--- src/hw/rtl/mcs_pkg.sv ---
package mcs_pkg;

    localparam int SAMPLE_BITS_DEF = 16;
    localparam int NUM_LANES = 3;
    localparam int OUT_BITS = 8;
    localparam int DIV_STEPS = OUT_BITS;
    localparam int CNT_BITS = $clog2(DIV_STEPS);
    localparam int PIXEL_BITS = NUM_LANES * OUT_BITS;
    localparam logic [OUT_BITS-1:0] PIX_MAX = {OUT_BITS{1'b1}};

    localparam int LANE_RED = 2;
    localparam int LANE_GREEN = 1;
    localparam int LANE_BLUE = 0;

    typedef struct packed {
        logic load_stats;
        logic restart;
        logic load_div;
        logic step;
    } lane_ctrl_t;

endpackage

--- src/hw/rtl/mcs_lane.sv ---
module mcs_lane #(
    parameter int SAMPLE_BITS = mcs_pkg::SAMPLE_BITS_DEF
) (
    input  logic                           aclk,
    input  logic                           aresetn,
    input  mcs_pkg::lane_ctrl_t            ctrl,
    input  logic [SAMPLE_BITS-1:0]         sample,
    output logic [mcs_pkg::OUT_BITS-1:0]   value
);

    localparam int OB = mcs_pkg::OUT_BITS;

    logic [SAMPLE_BITS-1:0]    min_reg, min_next;
    logic [SAMPLE_BITS-1:0]    max_reg, max_next;
    logic [SAMPLE_BITS-1:0]    range_reg;
    logic [SAMPLE_BITS-1:0]    rem_reg, rem_next;
    logic [OB-1:0]             nlo_reg, nlo_next;
    logic [OB-1:0]             quo_reg, quo_next;
    logic                      zero_reg;
    logic                      sat_reg;

    logic [SAMPLE_BITS-1:0]    delta;
    logic [SAMPLE_BITS-1:0]    range;
    logic [SAMPLE_BITS+OB-1:0] prod;
    logic                      zero_case;
    logic                      sat_case;
    logic [SAMPLE_BITS:0]      rem_sh;
    logic [SAMPLE_BITS:0]      diff;
    logic                      fits;

    always_comb begin
        delta     = sample - min_reg;
        range     = max_reg - min_reg;
        prod      = {delta, {OB{1'b0}}} - {{OB{1'b0}}, delta};
        zero_case = (max_reg <= min_reg) || (sample <= min_reg);
        sat_case  = (delta >= range);
    end

    always_comb begin
        min_next = min_reg;
        max_next = max_reg;
        if (ctrl.load_stats) begin
            if (ctrl.restart) begin
                min_next = sample;
                max_next = sample;
            end else begin
                if (sample < min_reg) begin
                    min_next = sample;
                end
                if (sample > max_reg) begin
                    max_next = sample;
                end
            end
        end
    end

    always_comb begin
        rem_sh   = {rem_reg, nlo_reg[OB-1]};
        diff     = rem_sh - {1'b0, range_reg};
        fits     = !diff[SAMPLE_BITS];
        rem_next = fits ? diff[SAMPLE_BITS-1:0] : rem_sh[SAMPLE_BITS-1:0];
        nlo_next = {nlo_reg[OB-2:0], 1'b0};
        quo_next = {quo_reg[OB-2:0], fits};
    end

    always_ff @(posedge aclk) begin
        if (!aresetn) begin
            min_reg <= {SAMPLE_BITS{1'b1}};
            max_reg <= '0;
        end else begin
            min_reg <= min_next;
            max_reg <= max_next;
        end
    end

    always_ff @(posedge aclk) begin
        if (ctrl.load_div) begin
            range_reg <= range;
            rem_reg   <= prod[SAMPLE_BITS+OB-1:OB];
            nlo_reg   <= prod[OB-1:0];
            quo_reg   <= '0;
            zero_reg  <= zero_case;
            sat_reg   <= sat_case;
        end else if (ctrl.step) begin
            rem_reg <= rem_next;
            nlo_reg <= nlo_next;
            quo_reg <= quo_next;
        end
    end

    assign value = zero_reg ? '0 : (sat_reg ? mcs_pkg::PIX_MAX : quo_reg);

endmodule

--- src/hw/rtl/mcs_merge.sv ---
module mcs_merge (
    input  logic                                             aclk,
    input  logic                                             aresetn,
    input  logic                                             load,
    input  logic                                             stretch,
    input  logic [mcs_pkg::NUM_LANES-1:0][mcs_pkg::OUT_BITS-1:0] lane_value,
    input  logic                                             m_ready,
    output logic                                             m_valid,
    output logic                                             out_free,
    output logic                                             pixel_valid,
    output logic [mcs_pkg::PIXEL_BITS-1:0]                   pixel_out
);

    logic                           valid_reg;
    logic                           pvalid_reg;
    logic [mcs_pkg::PIXEL_BITS-1:0] pixel_reg;

    assign out_free = !valid_reg || m_ready;

    always_ff @(posedge aclk) begin
        if (!aresetn) begin
            valid_reg <= 1'b0;
        end else if (load) begin
            valid_reg <= 1'b1;
        end else if (m_ready) begin
            valid_reg <= 1'b0;
        end
    end

    always_ff @(posedge aclk) begin
        if (load) begin
            pvalid_reg <= stretch;
            pixel_reg  <= stretch ? lane_value : '0;
        end
    end

    assign m_valid     = valid_reg;
    assign pixel_valid = pvalid_reg;
    assign pixel_out   = pixel_reg;

endmodule

--- src/hw/rtl/minmax_contrast_stretch.sv ---
// Channel   Ports                                        Direction
// input     s_valid s_ready s_action s_first s_*_in      sink
// result    m_valid m_ready m_pixel_valid m_pixel_out    source
//
// A statistics beat updates the three lane min/max registers at acceptance and
// its result enters the output register in the same edge when that register is free.
// A stretch beat runs the three lane dividers in parallel for eight quotient steps,
// and its result enters the output register from the wait state once that register is free.
// Reset sets every minimum to all ones and every maximum to zero.
// A stalled result holds in the output register; a new beat is accepted in the meantime.
module minmax_contrast_stretch #(
    parameter int SAMPLE_BITS = mcs_pkg::SAMPLE_BITS_DEF
) (
    input  logic                             aclk,
    input  logic                             aresetn,
    input  logic                             s_valid,
    output logic                             s_ready,
    input  logic                             s_action,
    input  logic                             s_first,
    input  logic [SAMPLE_BITS-1:0]           s_red_in,
    input  logic [SAMPLE_BITS-1:0]           s_green_in,
    input  logic [SAMPLE_BITS-1:0]           s_blue_in,
    output logic                             m_valid,
    input  logic                             m_ready,
    output logic                             m_pixel_valid,
    output logic [mcs_pkg::PIXEL_BITS-1:0]   m_pixel_out
);

    typedef enum logic [2:0] {
        ST_IDLE = 3'b001,
        ST_DIV  = 3'b010,
        ST_WAIT = 3'b100
    } state_t;

    state_t                         state_reg, state_next;
    logic [mcs_pkg::CNT_BITS-1:0]   cnt_reg, cnt_next;
    logic                           pend_reg, pend_next;

    logic                           accept;
    logic                           out_free;
    logic                           out_load;
    logic                           out_stretch;
    mcs_pkg::lane_ctrl_t            ctrl;
    logic [SAMPLE_BITS-1:0]         lane_sample [mcs_pkg::NUM_LANES];
    logic [mcs_pkg::NUM_LANES-1:0][mcs_pkg::OUT_BITS-1:0] lane_value;

    assign s_ready = (state_reg == ST_IDLE);
    assign accept  = s_valid && s_ready;

    always_comb begin
        ctrl.load_stats = accept && !s_action;
        ctrl.restart    = s_first;
        ctrl.load_div   = accept && s_action;
        ctrl.step       = (state_reg == ST_DIV);
    end

    always_comb begin
        lane_sample[mcs_pkg::LANE_RED]   = s_red_in;
        lane_sample[mcs_pkg::LANE_GREEN] = s_green_in;
        lane_sample[mcs_pkg::LANE_BLUE]  = s_blue_in;
    end

    always_comb begin
        state_next  = state_reg;
        cnt_next    = cnt_reg;
        pend_next   = pend_reg;
        out_load    = 1'b0;
        out_stretch = 1'b0;
        case (state_reg)
            ST_IDLE: begin
                if (accept) begin
                    if (s_action) begin
                        state_next = ST_DIV;
                        cnt_next   = '0;
                    end else if (out_free) begin
                        out_load = 1'b1;
                    end else begin
                        state_next = ST_WAIT;
                        pend_next  = 1'b0;
                    end
                end
            end
            ST_DIV: begin
                cnt_next = cnt_reg + 1'b1;
                if (cnt_reg == mcs_pkg::CNT_BITS'(mcs_pkg::DIV_STEPS - 1)) begin
                    state_next = ST_WAIT;
                    pend_next  = 1'b1;
                end
            end
            ST_WAIT: begin
                if (out_free) begin
                    out_load    = 1'b1;
                    out_stretch = pend_reg;
                    state_next  = ST_IDLE;
                end
            end
            default: begin
                state_next = ST_IDLE;
            end
        endcase
    end

    always_ff @(posedge aclk) begin
        if (!aresetn) begin
            state_reg <= ST_IDLE;
            cnt_reg   <= '0;
            pend_reg  <= 1'b0;
        end else begin
            state_reg <= state_next;
            cnt_reg   <= cnt_next;
            pend_reg  <= pend_next;
        end
    end

    for (genvar g = 0; g < mcs_pkg::NUM_LANES; g++) begin : g_lane
        mcs_lane #(
            .SAMPLE_BITS(SAMPLE_BITS)
        ) u_lane (
            .aclk    (aclk),
            .aresetn (aresetn),
            .ctrl    (ctrl),
            .sample  (lane_sample[g]),
            .value   (lane_value[g])
        );
    end

    mcs_merge u_merge (
        .aclk        (aclk),
        .aresetn     (aresetn),
        .load        (out_load),
        .stretch     (out_stretch),
        .lane_value  (lane_value),
        .m_ready     (m_ready),
        .m_valid     (m_valid),
        .out_free    (out_free),
        .pixel_valid (m_pixel_valid),
        .pixel_out   (m_pixel_out)
    );

endmodule

--- config.mk ---
export PLATFORM = sky130hd
export DESIGN_NAME = minmax_contrast_stretch
export DESIGN_NICKNAME = d
export VERILOG_FILES = /design/src/hw/rtl/mcs_pkg.sv /design/src/hw/rtl/mcs_lane.sv /design/src/hw/rtl/mcs_merge.sv /design/src/hw/rtl/minmax_contrast_stretch.sv
export SDC_FILE = /design/constraint.sdc
export NUM_CORES = 1
export LEC_CHECK = 0
export ABC_CLOCK_PERIOD_IN_PS = 6200
export BUFFER_PORTS_ARGS = -buffer_cell sky130_fd_sc_hd__buf_2
export CORE_ASPECT_RATIO = 0.7
export CORE_MARGIN = 2
export CORE_UTILIZATION = 50
export CTS_CLUSTER_DIAMETER = 150
export DETAILED_ROUTE_END_ITERATION = 6
export HOLD_SLACK_MARGIN = 0.15
export MAX_ROUTING_LAYER = met4
export PLACE_DENSITY = 0.7
export SYNTH_ARGS = -nofsm -noshare
export SYNTH_HDL_FRONTEND = slang
export SYNTH_SLANG_ARGS = --single-unit
--- constraint.sdc ---
create_clock -name aclk -period 6.2 [get_ports aclk]
set_clock_uncertainty 0.1 [all_clocks]
set_input_delay 0.93 -clock aclk [delete_from_list [all_inputs] [get_ports aclk]]
set_output_delay 0.93 -clock aclk [all_outputs]
set_load 0.01 [all_outputs]
== Yosys cells after proc, flatten, opt, wreduce, memory -nomap -nowiden ==
Cells that the tools add are included.
Cells by class
  add/sub/neg operators: 13
  magnitude comparators: 15
  eq/ne operators: 10
  multiplexer cells: 51
  bitwise gates (word level): 1
  reductions and logical operators: 33
Operators with widths (count)
  $mux W16: 21
  $le A16 B16 Y1: 6
  $sub A16 B16 Y16: 6
  $mux W8: 9
  $sub A24 B16 Y24: 3
  $sub A17 B16 Y17: 3
  $ge A16 B16 Y1: 3
  $gt A16 B16 Y1: 3
  $lt A16 B16 Y1: 3
  $mux W3: 7
  $reduce_bool A2 Y1: 9
  $reduce_and A2 Y1: 6
  $mux W1: 10
  $pmux W3 S3: 1
  $reduce_and A4 Y1: 2
  $eq A3 B3 Y1 const B: 2
  $ne A2 B1 Y1 const B: 3
  $pmux W3 S2: 1
  $reduce_or A2 Y1: 3
  $logic_not A1 Y1: 5
  $logic_or A1 B1 Y1: 4
  $ne A2 B2 Y1 const B: 2
  $pmux W1 S2: 2
  $add A3 B1 Y3 const B: 1
  6 further kinds: 8
Word-level totals
  register bits after elaboration: 279
  input bits: 54
  logic and storage cells: 155

== Longest topological paths before layout ==
Gate-level depths: netlist of run 1.
  word-level depth: 7
  gate-level depth with buffers: 21
  gate-level depth less buffers: 21

== Hierarchy ==
A second synthesis of run 1 with hierarchy kept.
Second synthesis, totals
  cell total of the unflattened synthesis: 2598
  area, all modules: 23053.4 µm²
By module, submodules not included
  mcs_lane (g_lane[0].u_lane): times used 1, cells an instance 850, area each 7280.7 µm²
  mcs_lane (g_lane[2].u_lane): times used 1, cells an instance 821, area each 7155.6 µm²
  mcs_lane (g_lane[1].u_lane): times used 1, cells an instance 819, area each 7109.3 µm²
  mcs_merge: times used 1, cells an instance 55, area each 983.4 µm²
  minmax_contrast_stretch: times used 1, cells an instance 53, area each 524.3 µm²

== Least setup slack after synthesis of run 1 ==
Ideal clock, no wire load.
  path type: input port to flip-flop
  from: in s_red_in[0]
  to: reg g_lane[2].u_lane.rem_reg[11] (data pin)
  setup time: 0.261 ns
  data arrival time: 4.861 ns
  path slack: 0.979 ns
  cell stages on the path: 21
  path buffers: 0
  path through: inv_1 ha_1 inv_1 fa_1 a211oi_2 o21bai_1 a21o_1 a21o_1 a21oi_1 xnor2_1 inv_1 ha_1 nand2_1 o311ai_2 a21oi_1 o311ai_2 a32oi_2 o31ai_4 a21oi_1 xnor2_1 mux2i_1
On the way
  cells in the longest elaborated chain, start to end: 3
RTL lines
  start: declaration: line minmax_contrast_stretch.sv:20  | input logic [SAMPLE_BITS-1:0] s_red_in,
  $sub A16 B16 Y16: line mcs_lane.sv:32  | delta = sample - min_reg;
  $sub A24 B16 Y24: line mcs_lane.sv:34  | prod = {delta, {OB{1'b0}}} - {{OB{1'b0}}, delta};
  $mux W16: line mcs_lane.sv:77  | if (ctrl.load_div) begin
  end signal: assignment: line mcs_lane.sv:79  | rem_reg <= prod[SAMPLE_BITS+OB-1:OB];
  end signal: assignment: line mcs_lane.sv:85  | rem_reg <= rem_next;
  end: declaration: line mcs_lane.sv:16  | logic [SAMPLE_BITS-1:0] rem_reg, rem_next;
No other way between the ends.
A chain may end at the register's enable or synchronous reset.

== Worst setup path after layout of run 1 ==
  from: in s_green_in[0]
  to: reg g_lane[1].u_lane.rem_reg[10] (data pin)
On the way
  cells in the longest elaborated chain, start to end: 3
RTL lines
  start: declaration: line minmax_contrast_stretch.sv:21  | input logic [SAMPLE_BITS-1:0] s_green_in,
  $sub A16 B16 Y16: line mcs_lane.sv:32
  $sub A24 B16 Y24: line mcs_lane.sv:34
  $mux W16: line mcs_lane.sv:77
  end signal: assignment: line mcs_lane.sv:79
  end signal: assignment: line mcs_lane.sv:85
  end: declaration: line mcs_lane.sv:16
No other way between the ends.

==> impl_metrics.json, run 1 <==
{
  "clk_pin_slew_worst_paths_ns": 0.06,
  "synth.net_count": 2983,
  "required_ns": 6.54,
  "fin_crit_ns": 5.23,
  "vias": 19700,
  "clock-root-buffer": "clkbuf_16",
  "setup_viol": 0,
  "chipHeight_um": 182,
  "yosys-top-cells-count": "nand2_1 (314), inv_1 (276), ha_1 (242), nor2_1 (189)",
  "coreArea_um2": 45000,
  "synth_area_um2": 22700,
  "wl_per_cell_um": 18.2,
  "place_inst": 3300,
  "critPathKind": "in -> reg",
  "cap_violations": 0,
  "dp_hpwl_um": 46800,
  "synth_warnings": 0,
  "syn_area_per_cell_um2": 8.48,
  "numCtsBuffers": 30,
  "rsz0062_at_grt": "false",
  "period_share_pct": 84.3,
  "cp-end-kind": "flip-flop",
  "hp-class": "reg -> reg",
  "post_cts_buffers": 0,
  "n_antenna_cell": 0,
  "yosysSeqAreaShare_pct": 31.3,
  "worst_pin_slew_ns": 1.30,
  "syn_inst": 2678,
  "hold_buffers": 0,
  "fin_nets": 3034,
  "area_delta_synth_final_pct": 9.04,
  "synth-edff-count": 151,
  "clock_latency_ns": 0.59,
  "synthTopCellsByArea": "edfxtp_1 (20%), ha_1 (13%), dfxtp_1 (11%), nand2_1 (5.2%), inv_1 (4.6%)",
  "instances_no_fill": 3356,
  "drt_wl_total_um": 61100,
  "synth.top_cell.area_share_pct": 20.0,
  "drv_slew": 0,
  "drt_first_iter_violations": 1622,
  "synthDistinctLibCells": 114,
  "fillers": 4095,
  "status": "finished, final reports clean",
  "ys.flop_type": "edfxtp_1",
  "remaining_drc_errors": 0,
  "numPortBuffers": 80,
  "clock_path_buffers": 3,
  "start_util_pct": 50.5,
  "slew_headroom_pct": 10.9,
  "synth.most_common_cell": "nand2_1",
  "max_freq_mhz": 191,
  "place.gp.congestion": 0.950,
  "grt_max_degree": 96,
  "viasPerCell": 5.86,
  "cts.sinks": 279,
  "antenna_left": 0,
  "worstPathArrival_ns": 5.57,
  "drive_gt1_share_pct": 9.04,
  "grt_pass1_vias": 18600,
  "antenna_found_initial": 1,
  "fp.dieArea_um2": 47200,
  "num_io_pins": 81,
  "drtPass1Iterations": 6,
  "tritoncts": "done",
  "track_usage_pct": 26.4,
  "worstSetupStartpointType": "primary input",
  "path_max_fanout": 6,
  "num_rows": 65,
  "synth_top_cell_by_area": "edfxtp_1",
  "cts_max_level": 1,
  "die_w_um": 259,
  "grt_first_pass_wirelength_um": 99000,
  "setup_tns_ns": 0,
  "ys_seq_elements": 279,
  "vdd_ir_drop_max_v": 0.000241,
  "p_per_area_nw_per_um2": 268,
  "hold_viol_final": 0,
  "grt-ovfl-total": 0,
  "cts-resized-gates": 0,
  "leakagePower_nw": 10.8,
  "synth-async-reset-ratio_pct": 0
}
worst paths after layout:
check                                                  from  slack, ns  cells after the start                            to
worst max-delay path                          s_green_in[0]       0.97                     22  g_lane[1].u_lane.rem_reg[10]
worst min register to register  g_lane[1].u_lane.quo_reg[7]       0.36                      2   g_lane[1].u_lane.quo_reg[7]
worst max register to register  g_lane[2].u_lane.min_reg[1]       1.14                     18      g_lane[2].u_lane.sat_reg
worst min-delay path            g_lane[1].u_lane.quo_reg[7]       0.36                      2   g_lane[1].u_lane.quo_reg[7]
report_power, final:
| group | internal (mW) | total [mW] | switching, mW |
|---|---|---|---|
| Combinational | 1.00 | 2.56 | 1.55 |
| Sequential | 2.13 | 2.20 | 0.0702 |
| Clock | 1.08 | 1.88 | 0.796 |
worst max-delay path, cell delays in order:
cell and delay (ns):
buf_2 0.12, inv_1 0.12, ha_1 0.17, inv_1 0.05, fa_1 0.42, a21oi_1 0.27, o21ai_0 0.14, a21oi_1 0.17
o21bai_1 0.08, a21oi_1 0.17, xnor2_1 0.27, inv_1 0.26, ha_1 0.39, inv_1 0.07, o31ai_1 0.09, maj3_2 0.35
a31oi_1 0.32, nor2_1 0.12, o221ai_1 0.24, nand3_1 0.20, or4_1 0.45, a31oi_1 0.17
stage by stage:
stage	util [%]	hold slack (ns)	setup slack, ns	cell area (um2)	total power, mW
floorplan	-	0.336	0.979	22700	4.10
global placement	52.8	0.344	0.649	23700	4.67
detailed placement	52.8	0.354	0.453	23700	4.75
CTS	55.1	0.362	1.07	24800	6.65
global route	55.1	0.385	0.580	24800	7.04
finish	55.1	0.361	0.972	24800	6.64
metal layers:
layer  up-vias  routed length (um)  GRT usage [%]
met5         -                   0              -
met2       602               25900           39.6
met4         0                 991           4.62
li1       9680                   -              -
met3        69                3810           3.07
met1      9324               30400           38.7
cells in the final DEF, fill, tap and decap left out, types with 32 or more instances in the layout:
master and count:
a21oi_1 149, ha_1 242, xor2_1 38, nor3_1 53, a21o_1 62, o21a_1 33
buf_2 79, nand2_1 314, nand3_1 59, clkbuf_16 32, edfxtp_1 151, o211ai_1 67
inv_1 274, dfxtp_1 128, xnor2_1 106, o21ai_0 143, nand4_1 36, nor2b_1 32
mux2i_1 71, nor2_1 187
cells by family (layout without fill, tap and decap cells):
family                   Yosys count  in the layout  synth area share [%]
multiplexers                      77             77                  3.43
AO/OA/AOI/OAI                    698            698                  20.9
flip-flops                       279            279                  31.3
buffers and inverters            372            447                  6.37
adder cells (fa/ha/maj)          262            262                  14.6
XOR/XNOR                         150            150                  6.03
AND/OR/NAND/NOR                  840            840                  17.4
final cells by class:
| cell class | count | area (um2) | share of cell area, % |
|---|---|---|---|
| multi-input combinational | 2027 | 14200 | 57.4 |
| timing repair buffer | 106 | 598 | 2.42 |
| clock inverter | 12 | 123 | 0.495 |
| clock buffer | 44 | 896 | 3.62 |
| inverter | 285 | 1090 | 4.41 |
| tap | 603 | 754 | 3.05 |
| sequential | 279 | 7100 | 28.7 |
(Power assumes the default switching activity.)
==> run 2, diff against run 1 <==
ABC_AREA = 1   (was not set)
ABC_CLOCK_PERIOD_IN_PS = 4200   (was 6200)
PLACE_DENSITY = 0.72   (was 0.7)
clock period = 4.2 ns   (was 6.2 ns; I/O delays follow)
==> run 2 against run 1 <==
Effect of this change:
- worst setup slack worse by 0.29 ns
- synthesized cell count grew 22%
- non-clock buffer count fell by 8
- critical endpoint is now g_lane[1].u_lane.sat_reg
- flip-flop and latch count stayed put
- die area up 2.0%
- clock power increased by 47%
- first-iteration DRC count up 22%
- via count grew 8.0%
==> impl_metrics.json, run 2 <==
{
  "status": "finished, final reports clean",
  "drt_first_iter_violations": 1984,
  "layout_common_cells": "nand2_1 (812), inv_1 (540), a21oi_1 (245)",
  "p_per_area_nw_per_um2": 596,
  "ys.flop_type": "edfxtp_1",
  "start_util_pct": 51.0,
  "drtPass1Iterations": 6,
  "grt_max_degree": 83,
  "synthDistinctLibCells": 58,
  "drt_wl_total_um": 60900,
  "n_antenna_cell": 0,
  "tritoncts": "done",
  "final_common_cell": "nand2_1",
  "timing.rr.start": "g_lane[1].u_lane.min_reg[2]",
  "area_delta_synth_final_pct": 9.13,
  "fin_nets": 3652,
  "post_cts_buffers": 0,
  "synth.net_count": 3580,
  "worstSetupStartpointType": "flip-flop",
  "hold_viol_final": 0,
  "synth-async-reset-ratio_pct": 0,
  "drive_gt1_share_pct": 7.45,
  "drv_slew": 0,
  "synth_top_cell_by_area": "edfxtp_1",
  "synth.most_common_cell": "nand2_1",
  "max_freq_mhz": 284,
  "clock-root-buffer": "clkbuf_16",
  "remaining_drc_errors": 0,
  "viasPerCell": 5.35,
  "numCtsBuffers": 30,
  "whs_ns": 0.202,
  "vdd_ir_drop_max_v": 0.000332,
  "hp-class": "in -> reg",
  "grt-ovfl-total": 0,
  "clock_path_buffers": 3,
  "critPathKind": "reg -> reg",
  "worstHoldEndpoint": "g_lane[2].u_lane.min_reg[7]",
  "grt_pass1_vias": 19200,
  "slew_headroom_pct": 23.4,
  "syn_area_per_cell_um2": 7.07,
  "vias": 21300,
  "antenna_found_initial": 0,
  "numPortBuffers": 80,
  "clk_pin_slew_worst_paths_ns": 0.06,
  "die_w_um": 261,
  "grt_first_pass_wirelength_um": 100000,
  "synth_area_um2": 23200,
  "leakagePower_nw": 12.8,
  "dp_hpwl_um": 47900,
  "coreArea_um2": 45400,
  "setup_viol": 0,
  "yosys-top-cells-count": "nand2_1 (812), inv_1 (541), a21oi_1 (245), ha_1 (242), nor2_1 (227)",
  "worstPathArrival_ns": 3.75,
  "hold_buffers": 0,
  "path_max_fanout": 4,
  "yosysSeqAreaShare_pct": 30.6,
  "num_rows": 65,
  "rr_worst_depth": 19,
  "chipHeight_um": 184,
  "setup_tns_ns": 0,
  "ys_seq_elements": 279,
  "place.gp.congestion": 0.984,
  "cts_max_level": 1,
  "holdCritStartpoint": "s_red_in[7]",
  "period_share_pct": 83.9,
  "rr_endpoint": "g_lane[1].u_lane.sat_reg",
  "required_ns": 4.43,
  "cts.sinks": 279,
  "wl_per_cell_um": 15.3,
  "fin_crit_ns": 3.52,
  "synth.top_cell.area_share_pct": 19.6,
  "rsz0062_at_grt": "false",
  "track_usage_pct": 26.3,
  "worst_pin_slew_ns": 1.15,
  "cp-end-kind": "flip-flop",
  "fp.dieArea_um2": 48100,
  "holdPathStages": 3,
  "antenna_left": 0,
  "clock_latency_ns": 0.60,
  "synth-edff-count": 151,
  "worst-r2r-setup-slack_ns": 0.68,
  "synth_warnings": 0,
  "cts-resized-gates": 0,
  "syn_inst": 3275,
  "cap_violations": 0,
  "synthTopCellsByArea": "edfxtp_1 (20%), nand2_1 (13%), ha_1 (13%), dfxtp_1 (11%), inv_1 (8.8%)",
  "num_io_pins": 81
}
run 2: cell types whose count changed in the layout (fill, tap and decap cells not counted), moves of 71 or more:
cell	change
nand3_1	+165
nand2_1	+498
inv_1	+266
mux2i_1	-71
xnor2_1	-74
a21oi_1	+96
run 2: power breakdown:
group,internal (mW),switching [mW]
sequential,3.69,0.258
clock,1.59,1.17
combinational,2.84,5.51
total,8.11,6.94
run 2: layout make-up:
type | count | area, um2
clock buffer | 45 | 926
clock inverter | 10 | 100
fill | 4410 | 20100
inverter | 547 | 2060
multi-input combinational | 2391 | 13800
sequential | 279 | 7100
tap | 603 | 754
timing repair buffer | 98 | 551
run 2: cells by family after synthesis:
logic type      count (synthesis)  synth area share [%]
simple gates                 1454                  27.0
buf+inv                       605                  9.89
compound gates                585                  14.6
flops                         279                  30.6
fa+ha+maj                     254                  14.0
xor+xnor                       98                  3.84
run 2: through the flow:
| stage | utilization, % | total power [mW] | cells | worst slack [ns] | instance area (um2) |
|---|---|---|---|---|---|
| floorplan | - | 10.1 | 3275 | 0.650 | 23200 |
| global placement | 53.4 | 12.1 | 3918 | 0.308 | 24200 |
| detailed placement | 53.4 | 12.2 | 3918 | 0.236 | 24200 |
| CTS | 55.7 | 15.0 | 3973 | 0.720 | 25300 |
| global route | 55.7 | 16.4 | 3973 | 0.347 | 25300 |
| finish | 55.7 | 15.1 | 3973 | 0.677 | 25300 |
run 2: worst max-delay path by stage:
stage                                      startpoint  slack, ns                            to
after floorplan                           s_red_in[0]       0.65  g_lane[2].u_lane.rem_reg[15]
after global placement                    s_red_in[0]       0.31  g_lane[2].u_lane.rem_reg[15]
after detailed placement                  s_red_in[0]       0.24  g_lane[2].u_lane.rem_reg[11]
after CTS                 g_lane[1].u_lane.min_reg[0]       0.72  g_lane[1].u_lane.rem_reg[14]
after global routing      g_lane[1].u_lane.min_reg[5]       0.35      g_lane[1].u_lane.sat_reg
final                     g_lane[1].u_lane.min_reg[2]       0.68      g_lane[1].u_lane.sat_reg
run 2: worst max-delay path: stages, from the launching register on:
cell	delay, ns
dfxtp_1	0.30
inv_1	0.07
ha_1	0.35
nand2_1	0.09
o21ai_1	0.25
nand2_1	0.09
nand2_1	0.22
nand3_1	0.10
nand2_1	0.11
a31oi_1	0.12
o21ai_0	0.21
xor2_1	0.23
inv_1	0.07
ha_1	0.31
nand2_1	0.07
inv_1	0.10
nand3_1	0.11
nor2_1	0.06
nor2_1	0.20
nand3_1	0.10
run 2: layer usage:
metal	vias to the layer above	wire length (um)	global-route usage [%]
met4	0	1040	4.80
met3	60	4430	3.28
met1	9542	31500	40.7
li1	11000	-	-
met2	619	24000	36.5
met5	-	0	-
==> run 3, diff against run 2 <==
ABC_CLOCK_PERIOD_IN_PS = 3600   (was 4200)
PLACE_DENSITY = 0.69   (was 0.72)
clock period = 3.6 ns   (was 4.2 ns; I/O delays follow)
==> run 3 against run 2 <==
Effect of this change:
- register-to-register slack lost 0.47 ns
- clock power grew 21%
- die area is the same
- via count grew 3.7%
- first-iteration DRC count shrank 10%
- largest cell class unchanged
==> impl_metrics.json, run 3 (same netlist as run 2, synthesis figures left out) <==
{
  "status": "finished, final reports clean",
  "cp-end-kind": "flip-flop",
  "wl_met2_um": 26100,
  "route.met3.wl_um": 4530,
  "max_freq_mhz": 294,
  "die_w_um": 261,
  "grt_pass1_vias": 20700,
  "start_util_pct": 51.0,
  "p_per_area_nw_per_um2": 694,
  "slew_headroom_pct": 14.8,
  "rr_worst_depth": 19,
  "finalInstanceArea_um2": 26200,
  "critPathKind": "in -> reg",
  "worstHoldEndpoint": "g_lane[0].u_lane.min_reg[7]",
  "holdPathStages": 3,
  "whs_ns": 0.169,
  "coreArea_um2": 45400,
  "tritoncts": "done",
  "dp_hpwl_um": 51200,
  "vdd_ir_drop_max_v": 0.000527,
  "drv_slew": 0,
  "total_power_mw": 18.2,
  "rr_endpoint": "g_lane[1].u_lane.sat_reg",
  "crit_buf_inv": 5,
  "n_antenna_cell": 0,
  "numPortBuffers": 80,
  "wl_met1_um": 32600,
  "vias": 22000,
  "slowest_stage": "dlygate4sd3_1",
  "clock_latency_ns": 0.58,
  "area_delta_synth_final_pct": 13.1,
  "cts.sinks": 279,
  "clk_pin_slew_worst_paths_ns": 0.07,
  "timing.rr.start": "g_lane[1].u_lane.min_reg[2]",
  "routed.top_layer": "met4",
  "grt_max_degree": 115,
  "worstSetupStartpointType": "primary input",
  "chipHeight_um": 184,
  "remaining_drc_errors": 0,
  "cap_violations": 0,
  "worstPathArrival_ns": 3.63,
  "holdCritStartpoint": "s_blue_in[7]",
  "postPlaceCellArea_um2": 24600,
  "track_usage_pct": 27.8,
  "drtPass1Iterations": 5,
  "period_share_pct": 94.4,
  "post-route-util_pct": 57.7,
  "wl_per_cell_um": 15.9,
  "setup_tns_ns": 0,
  "cp_slowest_stage_delay_ns": 0.53,
  "fin_nets": 3735,
  "setup_viol": 0,
  "num_io_pins": 81,
  "cp.depth": 22,
  "num_rows": 65,
  "drive_gt1_share_pct": 9.38,
  "seqCellArea_um2": 7100,
  "fp.dieArea_um2": 48100,
  "grt_first_pass_wirelength_um": 106000,
  "numCtsBuffers": 29,
  "fin_crit_ns": 3.40,
  "drt_first_iter_violations": 1779,
  "layout_common_cells": "nand2_1 (807), inv_1 (538), a21oi_1 (243)",
  "grt-ovfl-total": 0,
  "cts_max_level": 1,
  "fillers": 4343,
  "antenna_left": 0,
  "clock-root-buffer": "clkbuf_16",
  "worst-r2r-setup-slack_ns": 0.21,
  "critPathTopFamily": "simple AND/OR/NAND/NOR gates",
  "place.gp.congestion": 0.996,
  "post_cts_buffers": 0,
  "leakagePower_nw": 13.2,
  "cp_common_cell": "nand2_1",
  "worst_pin_slew_ns": 1.26,
  "viasPerCell": 5.43,
  "antenna_found_initial": 1,
  "cp_cell_sequence": "dlygate4sd3_1, buf_2, ha_1, nand2_2, nor2_2, nand2_1, nand3_1, xor2_2, inv_1, ha_1, inv_1, nor2_2, buf_4, nand3_2, nand2_1, nand2_1, nand2_1, nand2_2, nand2_1, nand2_1, nand3_1, nand2_1",
  "required_ns": 3.83,
  "hold_viol_final": 0,
  "path_max_fanout": 5,
  "multi_input_area_um2": 13900,
  "hp-class": "in -> reg",
  "drt_wl_total_um": 64600,
  "final_common_cell": "nand2_1",
  "clock_path_buffers": 3
}
==> run 3: how the worst max path moves through the flow <==
stage             startpoint                           end  slack (ns)
2_1_floorplan    s_red_in[0]  g_lane[2].u_lane.rem_reg[15]        0.14
3_3_place_gp     s_red_in[0]  g_lane[2].u_lane.rem_reg[14]      -0.003
3_5_place_dp     s_red_in[0]  g_lane[2].u_lane.rem_reg[10]       -0.04
4_1_cts        s_green_in[6]  g_lane[1].u_lane.rem_reg[10]        0.14
5_1_grt          s_red_in[7]  g_lane[2].u_lane.rem_reg[14]       -0.01
6_report         s_red_in[7]  g_lane[2].u_lane.rem_reg[14]        0.20
==> run 3: worst min-delay path: stages <==
cell      delay, ns
buf_2          0.13
nand2_1        0.06
o211ai_1       0.07
==> run 3: per-layer routing <==
layer	track usage [%]	up-vias
met5	-	-
met4	5.50	0
met3	4.44	91
met2	40.1	658
met1	40.8	10100
li1	-	11200
==> run 3: area by class of cell <==
cell class              count  area share, %
well taps                 603           2.88
repair buffers            182           4.96
clock buffers              37           3.04
clock inverters            17          0.941
multi-input cells        2391           53.2
flip-flops and latches    279           27.1
inverters                 547           7.85
==> run 3: through the flow <==
stage	instances	setup slack, ns
global route	4056	-0.0111
finish	4056	0.200
CTS	4056	0.143
detailed placement	3965	-0.0406
floorplan	3275	0.140
global placement	3965	-0.00314
==> run 3: repair_timing <==
item	in CTS	in global routing
endpoints found under the hold margin	37	0
resized for setup	0	33
hold buffers	37	0
setup endpoints to repair	0	24
==> run 3: where the power goes <==
part	switching (mW)	leakage, nW	total [mW]	internal [mW]
Combinational	6.67	10.2	10.2	3.58
Sequential	0.302	2.45	4.60	4.30
Clock	1.33	0.510	3.33	2.00
Total	8.30	13.2	18.2	9.88
